$ cat config.mk
export PLATFORM = sky130hd
export DESIGN_NAME = mlkem_coeff_compress_codec_top
export DESIGN_NICKNAME = d
export VERILOG_FILES = /design/src/rtl/mlkcc_pkg.sv /design/src/rtl/mlkcc_fifo.sv /design/src/rtl/mlkcc_front.sv /design/src/rtl/mlkcc_back.sv /design/src/rtl/mlkem_coeff_compress_codec_top.sv
export SDC_FILE = /design/constraint.sdc
export NUM_CORES = 1
export LEC_CHECK = 0
export ABC_AREA = 1
export BUFFER_PORTS_ARGS = -buffer_cell sky130_fd_sc_hd__buf_2
export CAP_MARGIN = 30
export CORE_MARGIN = 8
export CORE_UTILIZATION = 35
export DETAILED_ROUTE_END_ITERATION = 16
export PLACE_DENSITY = 0.6
export SETUP_SLACK_MARGIN = 0.02
export SYNTH_ARGS = -nofsm -noshare
export SYNTH_HDL_FRONTEND = slang
export SYNTH_SLANG_ARGS = --single-unit
$ cat constraint.sdc
create_clock -name clk -period 7.8 [get_ports clk]
set_input_delay 0.39 -clock clk [delete_from_list [all_inputs] [get_ports clk]]
set_output_delay 0.39 -clock clk [all_outputs]
set_load 0.005 [all_outputs]
$ cat src/rtl/mlkcc_pkg.sv
package mlkcc_pkg;

    // Modulus and rounding terms
    localparam int KQ          = 3329;
    localparam int HALF_Q      = KQ / 2;

    // Field and datapath widths
    localparam int IN_W        = 13;
    localparam int BYTE_W      = 8;
    localparam int CODE_W      = 10;
    localparam int COEF_W      = 12;
    localparam int NUM_W       = 22;
    localparam int BUF_W       = 17;
    localparam int FILL_W      = 5;
    localparam int DW          = 4;
    localparam int NRES_W      = 4;
    localparam int MAX_RESULTS = 8;

    // Reciprocal of q: floor(n * RECIP_Q >> RECIP_SHIFT) == floor(n / q) for n < 2^NUM_W
    localparam int RECIP_SHIFT = 34;
    localparam int RECIP_W     = 23;
    localparam int PROD_W      = NUM_W + RECIP_W;
    localparam logic [RECIP_W-1:0] RECIP_Q =
        RECIP_W'(((64'd1 << RECIP_SHIFT) + 64'(KQ) - 64'd1) / 64'(KQ));

    // Queue depths and polynomial length default
    localparam int MID_DEPTH       = 4;
    localparam int OUT_DEPTH       = 2;
    localparam int POLY_COEFFS_DEF = 256;

    // Width mode codes
    typedef logic [1:0] mode_t;
    localparam mode_t MODE_D1    = 2'd0;
    localparam mode_t MODE_D4    = 2'd1;
    localparam mode_t MODE_D10   = 2'd2;
    localparam mode_t MODE_RESET = MODE_D4;

    // Request codes
    localparam logic REQ_COMPRESS   = 1'b0;
    localparam logic REQ_DECOMPRESS = 1'b1;

    // Classified item handed from front to back
    typedef struct packed {
        logic              is_dcp;
        logic [CODE_W-1:0] data;
    } work_item_t;

    // One result item
    typedef struct packed {
        logic [COEF_W-1:0] out_value;
        logic              last_of_run;
        logic              poly_end;
    } result_t;

    // Back stage: first step of an item, or draining its remaining results
    typedef enum logic {
        PH_ENTRY,
        PH_DRAIN
    } back_phase_t;

    // Compressed width in bits; the unused code acts as 10 bits
    function automatic logic [DW-1:0] coeff_width(input mode_t mode);
        logic [DW-1:0] w;
        case (mode)
            MODE_D1: w = DW'(1);
            MODE_D4: w = DW'(4);
            default: w = DW'(10);
        endcase
        return w;
    endfunction

    function automatic logic [CODE_W-1:0] code_mask(input mode_t mode);
        logic [CODE_W-1:0] m;
        case (mode)
            MODE_D1: m = CODE_W'(10'h001);
            MODE_D4: m = CODE_W'(10'h00f);
            default: m = CODE_W'(10'h3ff);
        endcase
        return m;
    endfunction

endpackage

$ cat src/rtl/mlkcc_fifo.sv
module mlkcc_fifo #(
    parameter int WIDTH = $bits(mlkcc_pkg::work_item_t),
    parameter int DEPTH = mlkcc_pkg::MID_DEPTH
) (
    input  logic             clk,
    input  logic             rst_n,
    input  logic             push,
    input  logic [WIDTH-1:0] wr_data,
    output logic             full,
    input  logic             pop,
    output logic [WIDTH-1:0] rd_data,
    output logic             empty
);

    localparam int AW = (DEPTH > 1) ? $clog2(DEPTH) : 1;

    logic [WIDTH-1:0] mem [DEPTH];
    logic [AW-1:0]    wr_ptr_reg, wr_ptr_next;
    logic [AW-1:0]    rd_ptr_reg, rd_ptr_next;
    logic [AW:0]      count_reg, count_next;
    logic             do_push, do_pop;

    assign full    = (count_reg == (AW+1)'(DEPTH));
    assign empty   = (count_reg == '0);
    assign do_push = push && !full;
    assign do_pop  = pop && !empty;
    assign rd_data = mem[rd_ptr_reg];

    // Advance pointers with wrap at DEPTH
    always_comb
    begin
        wr_ptr_next = wr_ptr_reg;
        rd_ptr_next = rd_ptr_reg;
        count_next  = count_reg;
        if (do_push)
        begin
            wr_ptr_next = (wr_ptr_reg == AW'(DEPTH - 1)) ? '0 : wr_ptr_reg + AW'(1);
        end
        if (do_pop)
        begin
            rd_ptr_next = (rd_ptr_reg == AW'(DEPTH - 1)) ? '0 : rd_ptr_reg + AW'(1);
        end
        case ({do_push, do_pop})
            2'b10:   count_next = count_reg + (AW+1)'(1);
            2'b01:   count_next = count_reg - (AW+1)'(1);
            default: count_next = count_reg;
        endcase
    end

    always_ff @(posedge clk or negedge rst_n)
    begin
        if (!rst_n)
        begin
            wr_ptr_reg <= '0;
            rd_ptr_reg <= '0;
            count_reg  <= '0;
        end
        else
        begin
            wr_ptr_reg <= wr_ptr_next;
            rd_ptr_reg <= rd_ptr_next;
            count_reg  <= count_next;
        end
    end

    // Store item
    always_ff @(posedge clk)
    begin
        if (do_push)
        begin
            mem[wr_ptr_reg] <= wr_data;
        end
    end

endmodule

$ cat src/rtl/mlkcc_front.sv
module mlkcc_front (
    input  logic                                  clk,
    input  logic                                  rst_n,
    input  mlkcc_pkg::mode_t                      mode,
    input  logic                                  push,
    output logic                                  full,
    input  logic                                  req_type,
    input  logic signed [mlkcc_pkg::IN_W-1:0]     in_value,
    output logic                                  q_push,
    output mlkcc_pkg::work_item_t                 q_item,
    input  logic                                  q_full
);

    logic                              s1_valid_reg, s1_valid_next;
    logic                              s1_is_dcp_reg;
    logic [mlkcc_pkg::NUM_W-1:0]       s1_num_reg, s1_num_next;
    logic                              accept;
    logic [mlkcc_pkg::IN_W:0]          v_ext, v_plus_q, v_plus_2q, v_minus_q;
    logic [mlkcc_pkg::COEF_W-1:0]      lifted;
    logic [mlkcc_pkg::NUM_W-1:0]       num;
    logic [mlkcc_pkg::PROD_W-1:0]      prod;
    logic [mlkcc_pkg::CODE_W-1:0]      quot;

    assign full   = s1_valid_reg && q_full;
    assign accept = push && !full;
    assign q_push = s1_valid_reg && !q_full;

    // Lift coefficient into [0,q) and form the rounding numerator
    always_comb
    begin
        v_ext     = {in_value[mlkcc_pkg::IN_W-1], in_value};
        v_plus_q  = v_ext + (mlkcc_pkg::IN_W+1)'(mlkcc_pkg::KQ);
        v_plus_2q = v_ext + (mlkcc_pkg::IN_W+1)'(2 * mlkcc_pkg::KQ);
        v_minus_q = v_ext - (mlkcc_pkg::IN_W+1)'(mlkcc_pkg::KQ);
        if (v_ext[mlkcc_pkg::IN_W])
        begin
            lifted = v_plus_q[mlkcc_pkg::IN_W] ? v_plus_2q[mlkcc_pkg::COEF_W-1:0]
                                               : v_plus_q[mlkcc_pkg::COEF_W-1:0];
        end
        else if (v_ext >= (mlkcc_pkg::IN_W+1)'(mlkcc_pkg::KQ))
        begin
            lifted = v_minus_q[mlkcc_pkg::COEF_W-1:0];
        end
        else
        begin
            lifted = v_ext[mlkcc_pkg::COEF_W-1:0];
        end

        case (mode)
            mlkcc_pkg::MODE_D1: num = mlkcc_pkg::NUM_W'({lifted, 1'b0});
            mlkcc_pkg::MODE_D4: num = mlkcc_pkg::NUM_W'({lifted, 4'b0});
            default:            num = mlkcc_pkg::NUM_W'({lifted, 10'b0});
        endcase
        num = num + mlkcc_pkg::NUM_W'(mlkcc_pkg::HALF_Q);

        if (req_type == mlkcc_pkg::REQ_DECOMPRESS)
        begin
            s1_num_next = mlkcc_pkg::NUM_W'(in_value[mlkcc_pkg::BYTE_W-1:0]);
        end
        else
        begin
            s1_num_next = num;
        end
    end

    // Hold stage 1 until the queue takes it
    always_comb
    begin
        s1_valid_next = s1_valid_reg;
        if (accept)
        begin
            s1_valid_next = 1'b1;
        end
        else if (q_push)
        begin
            s1_valid_next = 1'b0;
        end
    end

    always_ff @(posedge clk or negedge rst_n)
    begin
        if (!rst_n)
        begin
            s1_valid_reg <= 1'b0;
        end
        else
        begin
            s1_valid_reg <= s1_valid_next;
        end
    end

    always_ff @(posedge clk)
    begin
        if (accept)
        begin
            s1_is_dcp_reg <= (req_type == mlkcc_pkg::REQ_DECOMPRESS);
            s1_num_reg    <= s1_num_next;
        end
    end

    // Divide by q through the reciprocal and keep d bits
    always_comb
    begin
        prod = mlkcc_pkg::PROD_W'(s1_num_reg) * mlkcc_pkg::PROD_W'(mlkcc_pkg::RECIP_Q);
        quot = prod[mlkcc_pkg::RECIP_SHIFT +: mlkcc_pkg::CODE_W];
        q_item.is_dcp = s1_is_dcp_reg;
        if (s1_is_dcp_reg)
        begin
            q_item.data = mlkcc_pkg::CODE_W'(s1_num_reg[mlkcc_pkg::BYTE_W-1:0]);
        end
        else
        begin
            q_item.data = quot & mlkcc_pkg::code_mask(mode);
        end
    end

endmodule

$ cat src/rtl/mlkcc_back.sv
module mlkcc_back #(
    parameter int POLY_COEFFS = mlkcc_pkg::POLY_COEFFS_DEF
) (
    input  logic                    clk,
    input  logic                    rst_n,
    input  mlkcc_pkg::mode_t        mode,
    input  mlkcc_pkg::work_item_t   head,
    input  logic                    head_valid,
    output logic                    head_pop,
    output logic                    res_push,
    output mlkcc_pkg::result_t      res,
    input  logic                    res_full
);

    localparam int CNT_W = $clog2(POLY_COEFFS);

    mlkcc_pkg::back_phase_t           phase_reg, phase_next;
    logic [mlkcc_pkg::BUF_W-1:0]      buf_reg, buf_next;
    logic [mlkcc_pkg::FILL_W-1:0]     fill_reg, fill_next;
    logic [CNT_W-1:0]                 cnt_reg, cnt_next;
    logic                             end_reg, end_next;
    logic [mlkcc_pkg::NRES_W-1:0]     nres_reg, nres_next;

    logic                             active, emit, done;
    logic [mlkcc_pkg::DW-1:0]         d;
    logic [mlkcc_pkg::FILL_W-1:0]     d_f;
    logic [mlkcc_pkg::CODE_W-1:0]     mask;
    logic                             cnt_wrap;
    logic [CNT_W-1:0]                 cnt_inc;
    logic                             entry, pre, merge, stale, w_end;
    logic [mlkcc_pkg::BUF_W-1:0]      w_buf, b0, r_buf;
    logic [mlkcc_pkg::FILL_W-1:0]     w_fill, f0, r_fill;
    logic [mlkcc_pkg::NRES_W-1:0]     n_cur;
    logic [mlkcc_pkg::CODE_W-1:0]     y;
    logic [mlkcc_pkg::NUM_W-1:0]      coef_sum;

    assign d        = mlkcc_pkg::coeff_width(mode);
    assign d_f      = mlkcc_pkg::FILL_W'(d);
    assign mask     = mlkcc_pkg::code_mask(mode);
    assign active   = head_valid && !res_full;
    assign cnt_wrap = (cnt_reg == CNT_W'(POLY_COEFFS - 1));
    assign cnt_inc  = cnt_wrap ? '0 : cnt_reg + CNT_W'(1);
    assign entry    = (phase_reg == mlkcc_pkg::PH_ENTRY);
    assign head_pop = active && done;
    assign res_push = active && emit;

    // One step of the head item: at most one result per cycle
    always_comb
    begin
        phase_next    = phase_reg;
        buf_next      = buf_reg;
        fill_next     = fill_reg;
        cnt_next      = cnt_reg;
        end_next      = end_reg;
        nres_next     = nres_reg;
        emit          = 1'b0;
        done          = 1'b0;
        res.out_value = '0;
        res.last_of_run = 1'b0;
        res.poly_end  = 1'b0;
        pre           = 1'b0;
        merge         = 1'b0;
        stale         = 1'b0;
        w_end         = 1'b0;
        b0            = '0;
        f0            = '0;
        w_buf         = buf_reg;
        w_fill        = fill_reg;
        r_buf         = '0;
        r_fill        = '0;
        n_cur         = '0;
        y             = '0;
        coef_sum      = '0;

        if (!head.is_dcp)
        begin
            // Compress: flush stale bytes, then add the code and emit full bytes
            pre   = entry && (fill_reg >= mlkcc_pkg::FILL_W'(8));
            merge = entry && !pre;
            if (merge)
            begin
                w_buf  = buf_reg | (mlkcc_pkg::BUF_W'(head.data) << fill_reg);
                w_fill = fill_reg + d_f;
                w_end  = cnt_wrap;
            end
            else
            begin
                w_end  = end_reg;
            end
            r_buf  = w_buf >> 8;
            r_fill = w_fill - mlkcc_pkg::FILL_W'(8);

            if (pre)
            begin
                emit = 1'b1;
                res.out_value = mlkcc_pkg::COEF_W'(buf_reg[7:0]);
                res.last_of_run = (r_fill < mlkcc_pkg::FILL_W'(8)) &&
                                  ((r_fill + d_f) < mlkcc_pkg::FILL_W'(8)) && !cnt_wrap;
                buf_next  = r_buf;
                fill_next = r_fill;
            end
            else
            begin
                if (merge)
                begin
                    cnt_next = cnt_inc;
                    end_next = cnt_wrap;
                end
                if (w_fill >= mlkcc_pkg::FILL_W'(8))
                begin
                    emit = 1'b1;
                    res.out_value = mlkcc_pkg::COEF_W'(w_buf[7:0]);
                    done = (r_fill < mlkcc_pkg::FILL_W'(8)) && !(w_end && (r_fill != '0));
                    res.last_of_run = done;
                    res.poly_end    = done && w_end;
                    buf_next  = (done && w_end) ? '0 : r_buf;
                    fill_next = (done && w_end) ? '0 : r_fill;
                end
                else
                begin
                    done = 1'b1;
                    if (w_end && (w_fill != '0))
                    begin
                        // Pad the partial byte at polynomial end
                        emit = 1'b1;
                        res.out_value   = mlkcc_pkg::COEF_W'(w_buf[7:0]);
                        res.last_of_run = 1'b1;
                        res.poly_end    = 1'b1;
                    end
                    buf_next  = w_end ? '0 : w_buf;
                    fill_next = w_end ? '0 : w_fill;
                end
                phase_next = done ? mlkcc_pkg::PH_ENTRY : mlkcc_pkg::PH_DRAIN;
            end
        end
        else
        begin
            // Decompress: drop stale bits, append the byte, emit a coefficient per d-bit value
            stale = fill_reg >= d_f;
            f0    = stale ? '0 : fill_reg;
            b0    = stale ? '0 : buf_reg;
            if (entry)
            begin
                w_buf  = b0 | (mlkcc_pkg::BUF_W'(head.data[mlkcc_pkg::BYTE_W-1:0]) << f0);
                w_fill = f0 + mlkcc_pkg::FILL_W'(8);
                n_cur  = '0;
            end
            else
            begin
                n_cur  = nres_reg;
            end
            r_buf    = w_buf >> d;
            r_fill   = w_fill - d_f;
            y        = w_buf[mlkcc_pkg::CODE_W-1:0] & mask;
            coef_sum = (mlkcc_pkg::NUM_W'(y) * mlkcc_pkg::NUM_W'(mlkcc_pkg::KQ)) +
                       (mlkcc_pkg::NUM_W'(1) << (d - mlkcc_pkg::DW'(1)));

            if ((w_fill >= d_f) && (n_cur < mlkcc_pkg::NRES_W'(mlkcc_pkg::MAX_RESULTS)))
            begin
                emit = 1'b1;
                res.out_value = mlkcc_pkg::COEF_W'(coef_sum >> d);
                cnt_next = cnt_inc;
                if (cnt_wrap)
                begin
                    // Polynomial complete: discard leftover bits
                    done = 1'b1;
                    res.poly_end = 1'b1;
                    buf_next  = '0;
                    fill_next = '0;
                end
                else
                begin
                    done = (r_fill < d_f) ||
                           (n_cur == mlkcc_pkg::NRES_W'(mlkcc_pkg::MAX_RESULTS - 1));
                    buf_next  = r_buf;
                    fill_next = r_fill;
                end
                res.last_of_run = done;
            end
            else
            begin
                done      = 1'b1;
                buf_next  = w_buf;
                fill_next = w_fill;
            end
            nres_next  = done ? '0 : n_cur + mlkcc_pkg::NRES_W'(1);
            phase_next = done ? mlkcc_pkg::PH_ENTRY : mlkcc_pkg::PH_DRAIN;
        end
    end

    always_ff @(posedge clk or negedge rst_n)
    begin
        if (!rst_n)
        begin
            phase_reg <= mlkcc_pkg::PH_ENTRY;
            buf_reg   <= '0;
            fill_reg  <= '0;
            cnt_reg   <= '0;
            end_reg   <= 1'b0;
            nres_reg  <= '0;
        end
        else if (active)
        begin
            phase_reg <= phase_next;
            buf_reg   <= buf_next;
            fill_reg  <= fill_next;
            cnt_reg   <= cnt_next;
            end_reg   <= end_next;
            nres_reg  <= nres_next;
        end
    end

`ifndef SYNTHESIS
    a_fill_bound: assert property (@(posedge clk) disable iff (!rst_n)
        fill_reg <= mlkcc_pkg::FILL_W'(mlkcc_pkg::BUF_W))
        else $error("bit fill exceeds buffer width");

    a_cnt_bound: assert property (@(posedge clk) disable iff (!rst_n)
        cnt_reg <= CNT_W'(POLY_COEFFS - 1))
        else $error("coefficient counter out of range");

    a_poly_end_clears: assert property (@(posedge clk) disable iff (!rst_n)
        (res_push && res.poly_end) |=> (fill_reg == '0 && cnt_reg == '0))
        else $error("state not cleared after polynomial end");

    a_pop_returns_entry: assert property (@(posedge clk) disable iff (!rst_n)
        head_pop |=> (phase_reg == mlkcc_pkg::PH_ENTRY && nres_reg == '0))
        else $error("item retired without returning to entry phase");

    a_poly_end_is_last: assert property (@(posedge clk) disable iff (!rst_n)
        (res_push && res.poly_end) |-> (res.last_of_run && head_pop))
        else $error("polynomial end not on the last result of its item");
`endif

endmodule

$ cat src/rtl/mlkem_coeff_compress_codec_top.sv
// An accepted item is registered in stage 1 and goes via the mid queue and back stage into
// the output queue. The back stage gives at most one result per step and stalls while the
// output queue is full; a step may give none (an item with no result, or a coefficient that
// completes no byte after stale bytes). A decompressed byte gives 0 to 8 results by mode.
// Reset (rst_n low, asynchronous) empties both queues, clears the bit buffer, fill and
// coefficient counter, and sets the width mode to 4 bits.
module mlkem_coeff_compress_codec_top #(
    parameter int POLY_COEFFS = mlkcc_pkg::POLY_COEFFS_DEF
) (
    input  logic                                clk,
    input  logic                                rst_n,
    input  logic                                cfg_wr_en,
    input  logic [1:0]                          cfg_wr_data,
    input  logic                                push,
    output logic                                full,
    input  logic                                req_type,
    input  logic signed [mlkcc_pkg::IN_W-1:0]   in_value,
    output logic                                empty,
    input  logic                                pop,
    output logic [mlkcc_pkg::COEF_W-1:0]        out_value,
    output logic                                last_of_run,
    output logic                                poly_end
);

    mlkcc_pkg::mode_t       coeff_bits_mode_reg;
    logic                   mid_push, mid_full, mid_empty, mid_pop;
    mlkcc_pkg::work_item_t  mid_wr_item, mid_head;
    logic                   res_push, res_full;
    mlkcc_pkg::result_t     res_item, out_item;

    // Width mode register
    always_ff @(posedge clk or negedge rst_n)
    begin
        if (!rst_n)
        begin
            coeff_bits_mode_reg <= mlkcc_pkg::MODE_RESET;
        end
        else if (cfg_wr_en)
        begin
            coeff_bits_mode_reg <= cfg_wr_data;
        end
    end

    mlkcc_front u_front (
        .clk      (clk),
        .rst_n    (rst_n),
        .mode     (coeff_bits_mode_reg),
        .push     (push),
        .full     (full),
        .req_type (req_type),
        .in_value (in_value),
        .q_push   (mid_push),
        .q_item   (mid_wr_item),
        .q_full   (mid_full)
    );

    mlkcc_fifo #(
        .WIDTH ($bits(mlkcc_pkg::work_item_t)),
        .DEPTH (mlkcc_pkg::MID_DEPTH)
    ) u_mid_q (
        .clk     (clk),
        .rst_n   (rst_n),
        .push    (mid_push),
        .wr_data (mid_wr_item),
        .full    (mid_full),
        .pop     (mid_pop),
        .rd_data (mid_head),
        .empty   (mid_empty)
    );

    mlkcc_back #(
        .POLY_COEFFS (POLY_COEFFS)
    ) u_back (
        .clk        (clk),
        .rst_n      (rst_n),
        .mode       (coeff_bits_mode_reg),
        .head       (mid_head),
        .head_valid (!mid_empty),
        .head_pop   (mid_pop),
        .res_push   (res_push),
        .res        (res_item),
        .res_full   (res_full)
    );

    mlkcc_fifo #(
        .WIDTH ($bits(mlkcc_pkg::result_t)),
        .DEPTH (mlkcc_pkg::OUT_DEPTH)
    ) u_out_q (
        .clk     (clk),
        .rst_n   (rst_n),
        .push    (res_push),
        .wr_data (res_item),
        .full    (res_full),
        .pop     (pop),
        .rd_data (out_item),
        .empty   (empty)
    );

    assign out_value   = out_item.out_value;
    assign last_of_run = out_item.last_of_run;
    assign poly_end    = out_item.poly_end;

endmodule
Yosys cells after proc, flatten, opt, wreduce, memory -nomap -nowiden
Memory sizes are Yosys's and may differ from the RTL's. Index checks and enable logic that the tools add are counted. Widths: inputs -> output; s select.

Eq/ne operators: 13. Muxes and demuxes: 78. Divide/modulo/power cells: 0. Bitwise operators: 7. Reduce and logical (&&, ||, !) cells: 41. $mul: 2. Add/subtract/negate cells: 21. Shifts and indexed selects: 5. Order comparisons: 9.

Operators by type and width (count): $mux 17 (10); $mux 5 (12); $mux 8 (6); $pmux 22 s2 (1); $mul 22x22->43 const B (1); $mux 14 (3); $mux 12 (3); $or 17x17->17 (2); $mux 10 (3); $mux 1 (29); $add 22x11->22 const B (1); $add 22x22->22 (1); $mul 10x12->22 const B (1); $shl 1x4->22 const A (1); $shr 22x4->12 (1); $and 10x10->10 (2); $pmux 10 s2 (1); $logic_and 1x1->1 (19); $shl 10x5->17 (1); $shl 8x5->17 (1); $shr 17x4->17 (1); $add 13x13->14 const B (1); $ge 14x12->1 const B (1); $mux 13 (1); other kinds (42) (73).

Bits in writable memories: 72. Latch bits: 0. Memories: 2. Word-level logic and storage cells: 195. Output and inout port bits: 16. Bits in registers: 73. Bits in read-only memories: 0.

Memories: u_mid_q.mem (depth 4, width 11, rd ports 1, clocked after Yosys merged registers in 0, wr ports 1, RTL line mlkcc_fifo.sv:17) `logic [WIDTH-1:0] mem [DEPTH];`; u_out_q.mem (depth 2, width 14, rd ports 1, clocked after Yosys merged registers in 0, wr ports 1, RTL line mlkcc_fifo.sv:17).

Longest topological paths before layout
Depth after elaboration: 20. Depth in mapped cells: 40.

Hierarchy
A second synthesis with hierarchy kept.

Cell total of the unflattened synthesis: 2867. Area total of the unflattened synthesis: 22819.4 µm².

Modules (own cells, without submodules): mlkcc_front (cells an instance 1478, times used 1, area an instance 12380.6 µm², seq. area each 715.7 µm²); mlkcc_back (cells an instance 1084, times used 1, area an instance 6842.8 µm², seq. area each 900.9 µm²); mlkcc_fifo at u_mid_q (cells an instance 189, times used 1, area an instance 2245.9 µm², seq. area each 1496.4 µm²); mlkcc_fifo at u_out_q (cells an instance 106, times used 1, area an instance 1268.7 µm², seq. area each 940.9 µm²); mlkem_coeff_compress_codec_top (cells an instance 10, times used 1, area an instance 81.3 µm², seq. area each 51.3 µm²).

Least setup slack after synthesis
No wires, ideal clock.

Path kind: register to register. Start point: register coeff_bits_mode_reg[1]. End point: memory u_out_q.mem[0][12] (netlist bit), data pin. Data required time: 7540 ps. Path slack: 1293 ps. Data arrival time: 6247 ps. Clock period less this slack: 6507 ps. Stages on the path, launching flop included: 37. Library setup time: 260 ps. Cell sequence: dfrtp_1 -> clkbuf_1 -> clkbuf_1 -> buf_1 -> inv_1 -> ha_1 -> nand2_1 -> nor2_1 -> a21boi_0 -> nand2_1 -> nor2_2 -> inv_1 -> buf_2 -> nand2_1 -> nand2_1 -> nand2_1 -> nand2_1 -> nand2_1 -> nand2_1 -> o21ai_0 -> inv_1 -> ha_1 -> ha_1 -> fa_1 -> inv_1 -> fa_1 -> inv_1 -> ha_1 -> nand2_1 -> nor2_1 -> inv_1 -> nor4_1 -> nand4_1 -> nand3_1 -> o21ai_0 -> a21oi_1 -> nor3_1.

RTL lines: start: declaration (RTL line mlkem_coeff_compress_codec_top.sv:25) `mlkcc_pkg::mode_t coeff_bits_mode_reg;`; start signal: assignment (RTL line mlkem_coeff_compress_codec_top.sv:36) `coeff_bits_mode_reg <= mlkcc_pkg::MODE_RESET;`; start signal: assignment (RTL line mlkem_coeff_compress_codec_top.sv:40) `coeff_bits_mode_reg <= cfg_wr_data;`; end: declaration (RTL line mlkcc_fifo.sv:17).

==> run summary <==
CTS tree -> yes
Worst Hold Class -> input port to asynchronous set/reset pin
antenna diode count -> 0
vias per cell -> 5.01
pin count of the biggest net entering global routing -> 51
Reg area -> 4110 um2
Arr. time, crit path -> 7.06 ns
clock-pin slew of the registers on the worst-case setup and hold paths -> 0.06 ns
register bit total from synthesis -> 145
Post-synth top flop -> edfxtp_1
Hold Buf Count CTS -> 0
Async SR Flop Fraction -> 34.5%
unrepaired setup endpoints after global routing -> false
DRC -> 0
post-synth cell types -> 59
routed vias -> 18700
skew final -> 0.0140 ns
fmax -> 145 MHz
setup TNS -> 0 ns
max reg flops -> 44
Final Hold Fails -> 0
post-DP HPWL -> 53.2 mm
footprint of the multi-input gates -> 16000 um2
layout cells sized above 1 -> 5.36%
Post-CTS Resized -> 0
Tcrit/Tclk final -> 88.2%
later-pin clock latency in the skew report -> 0.44 ns
grt total ovfl -> 0
Syn-to-layout area delta -> 7.97%
H-tree Lvls -> 4
kind of critical path -> register to register
final slew viol count -> 0
nets@finish -> 3446
WP data required -> 7.97 ns
core box area -> 63200 um2
synth warn -> 0
status -> completed
CP Cell Sequence -> fa_1, ha_1, inv_1, fa_1, inv_1, fa_1, inv_1, fa_1, inv_1, fa_1, fa_1, ha_1, nand2_1, nor2_1, inv_1, nor4_1, nand2_1, o211ai_1, nand2_1, nand3_1, xor2_1, nor2_1
Worst slew margin -> 37.7%
Pre-Repair DR Iteration Count -> 7
Vert. Die Dim -> 269 um
vias in the first global route -> 18800
IO Count -> 37
worst path bufs/invs -> 5
initial DRC count -> 1449
most common cell after layout, fill and taps aside -> nand2_1
Post-synth EDFFs -> 95
antenna violations before repair -> 0
DRT Wirelength -> 63.7 mm
Final ANT Viol Nets -> 0
mapped cell area -> 22400 um2
CTS Buf Count -> 17
Die Wd -> 269 um
CP delay by family, top -> adder cells
CP Max Fanout -> 9
Worst path max stage delay -> 0.84 ns
sequential fraction of the synthesis area -> 18.3%
row count -> 92
Util after Layout -> 38.3%
Synth Area per Inst -> 7.88 um2
Critical Path Source Type -> register
CTS max path bufs -> 2
maxcap violations -> 0
most frequent cells in the layout -> nand2_1, inv_1, ha_1, fa_1, nor2_1
die area -> 72400 um2
Fillers -> 6586
Crit-path slowest cell -> edfxtp_1
design area -> 24200 um2
Clock Sinks -> 145
dpl cell area -> 23600 um2
Setup violations, final -> 0
Root Buffer -> clkbuf_16
Final min period -> 6.88 ns
Post-Synthesis Cells -> 2846
first-pass GRT wire length -> 104 mm
wire per inst -> 17.0 um
GRT Overall Usage -> 17.6%
Port Buffers -> 36
setup repair bufs after CTS -> 0
cell mode on critical path -> fa_1
Initial Util -> 35.5%
GP Congestion -> 0.953
Worst setup EP type -> register
Tightest Pin Transition -> 0.934 ns
per-stage QoR:
stage	worst slack [ns]	cells	hold slack (ns)
after floorplan	1.29	2858	0.0944
after global placement	0.924	3705	0.466
after detailed placement	0.857	3707	0.467
after CTS	0.831	3739	0.113
after global routing	0.502	3739	0.139
final	0.919	3739	0.0965
cell usage after synthesis, drive strengths merged, types with 33 or more instances:
library cell,n,share of area (%)
edfxtp,95,13
nand2,678,12
nor2,211,3.8
a21oi,127,2.9
ha,304,17
xor2,42,1.6
nand3,173,4.0
inv,553,9.3
nand4,33,0.98
fa,241,22
dfrtp,49,5.5
o21ai,116,2.7
cell type report:
type	instances	share of cell area, %
clock buffer	18	1.77
clock inverter	14	0.708
inverter	555	8.60
multi-input combinational	2104	66.2
sequential	145	17.0
tap	846	4.37
timing repair buffer	57	1.40
kinds of logic (layout without fill, tap and decap cells):
logic type | after synthesis | in the layout | synth area share, %
mux | 1 | 1 | 0.0446
fa+ha+maj | 545 | 545 | 38.5
compound gates | 350 | 350 | 9.09
flops | 145 | 145 | 18.3
other cells | 1 | 13 | 0.0167
simple gates | 1139 | 1139 | 21.4
buf+inv | 609 | 644 | 10.4
xor+xnor | 56 | 56 | 2.19
layer usage:
metal / GRT usage [%] / vias to the layer above / share of wire [%]
met5: 0 / - / 0
met4: 5.74 / 0 / 3.1
met3: 2.14 / 120 / 4.8
met2: 29.5 / 539 / 47
met1: 23.6 / 8908 / 45
li1: - / 9180 / -
final timing paths:
kind / slack (ns) / startpoint / cells after the start / to
setup / recovery: 0.92 / u_front.s1_num_reg[5] / 22 / u_mid_q.mem[1][9]
setup reg to reg: 0.92 / u_front.s1_num_reg[5] / 22 / u_mid_q.mem[1][9]
max in group asynchronous: 7.21 / rst_n / 2 / u_back.buf_reg[13]
hold reg to reg: 0.47 / u_mid_q.count_reg[0] / 1 / u_mid_q.count_reg[0]
min in group clk: 0.20 / cfg_wr_en / 2 / coeff_bits_mode_reg[0]
hold / removal: 0.1 / rst_n / 2 / u_front.s1_valid_reg
Power is not shown: default switching activity piles up to over one toggle a cycle in this logic, so the estimate is an artifact.
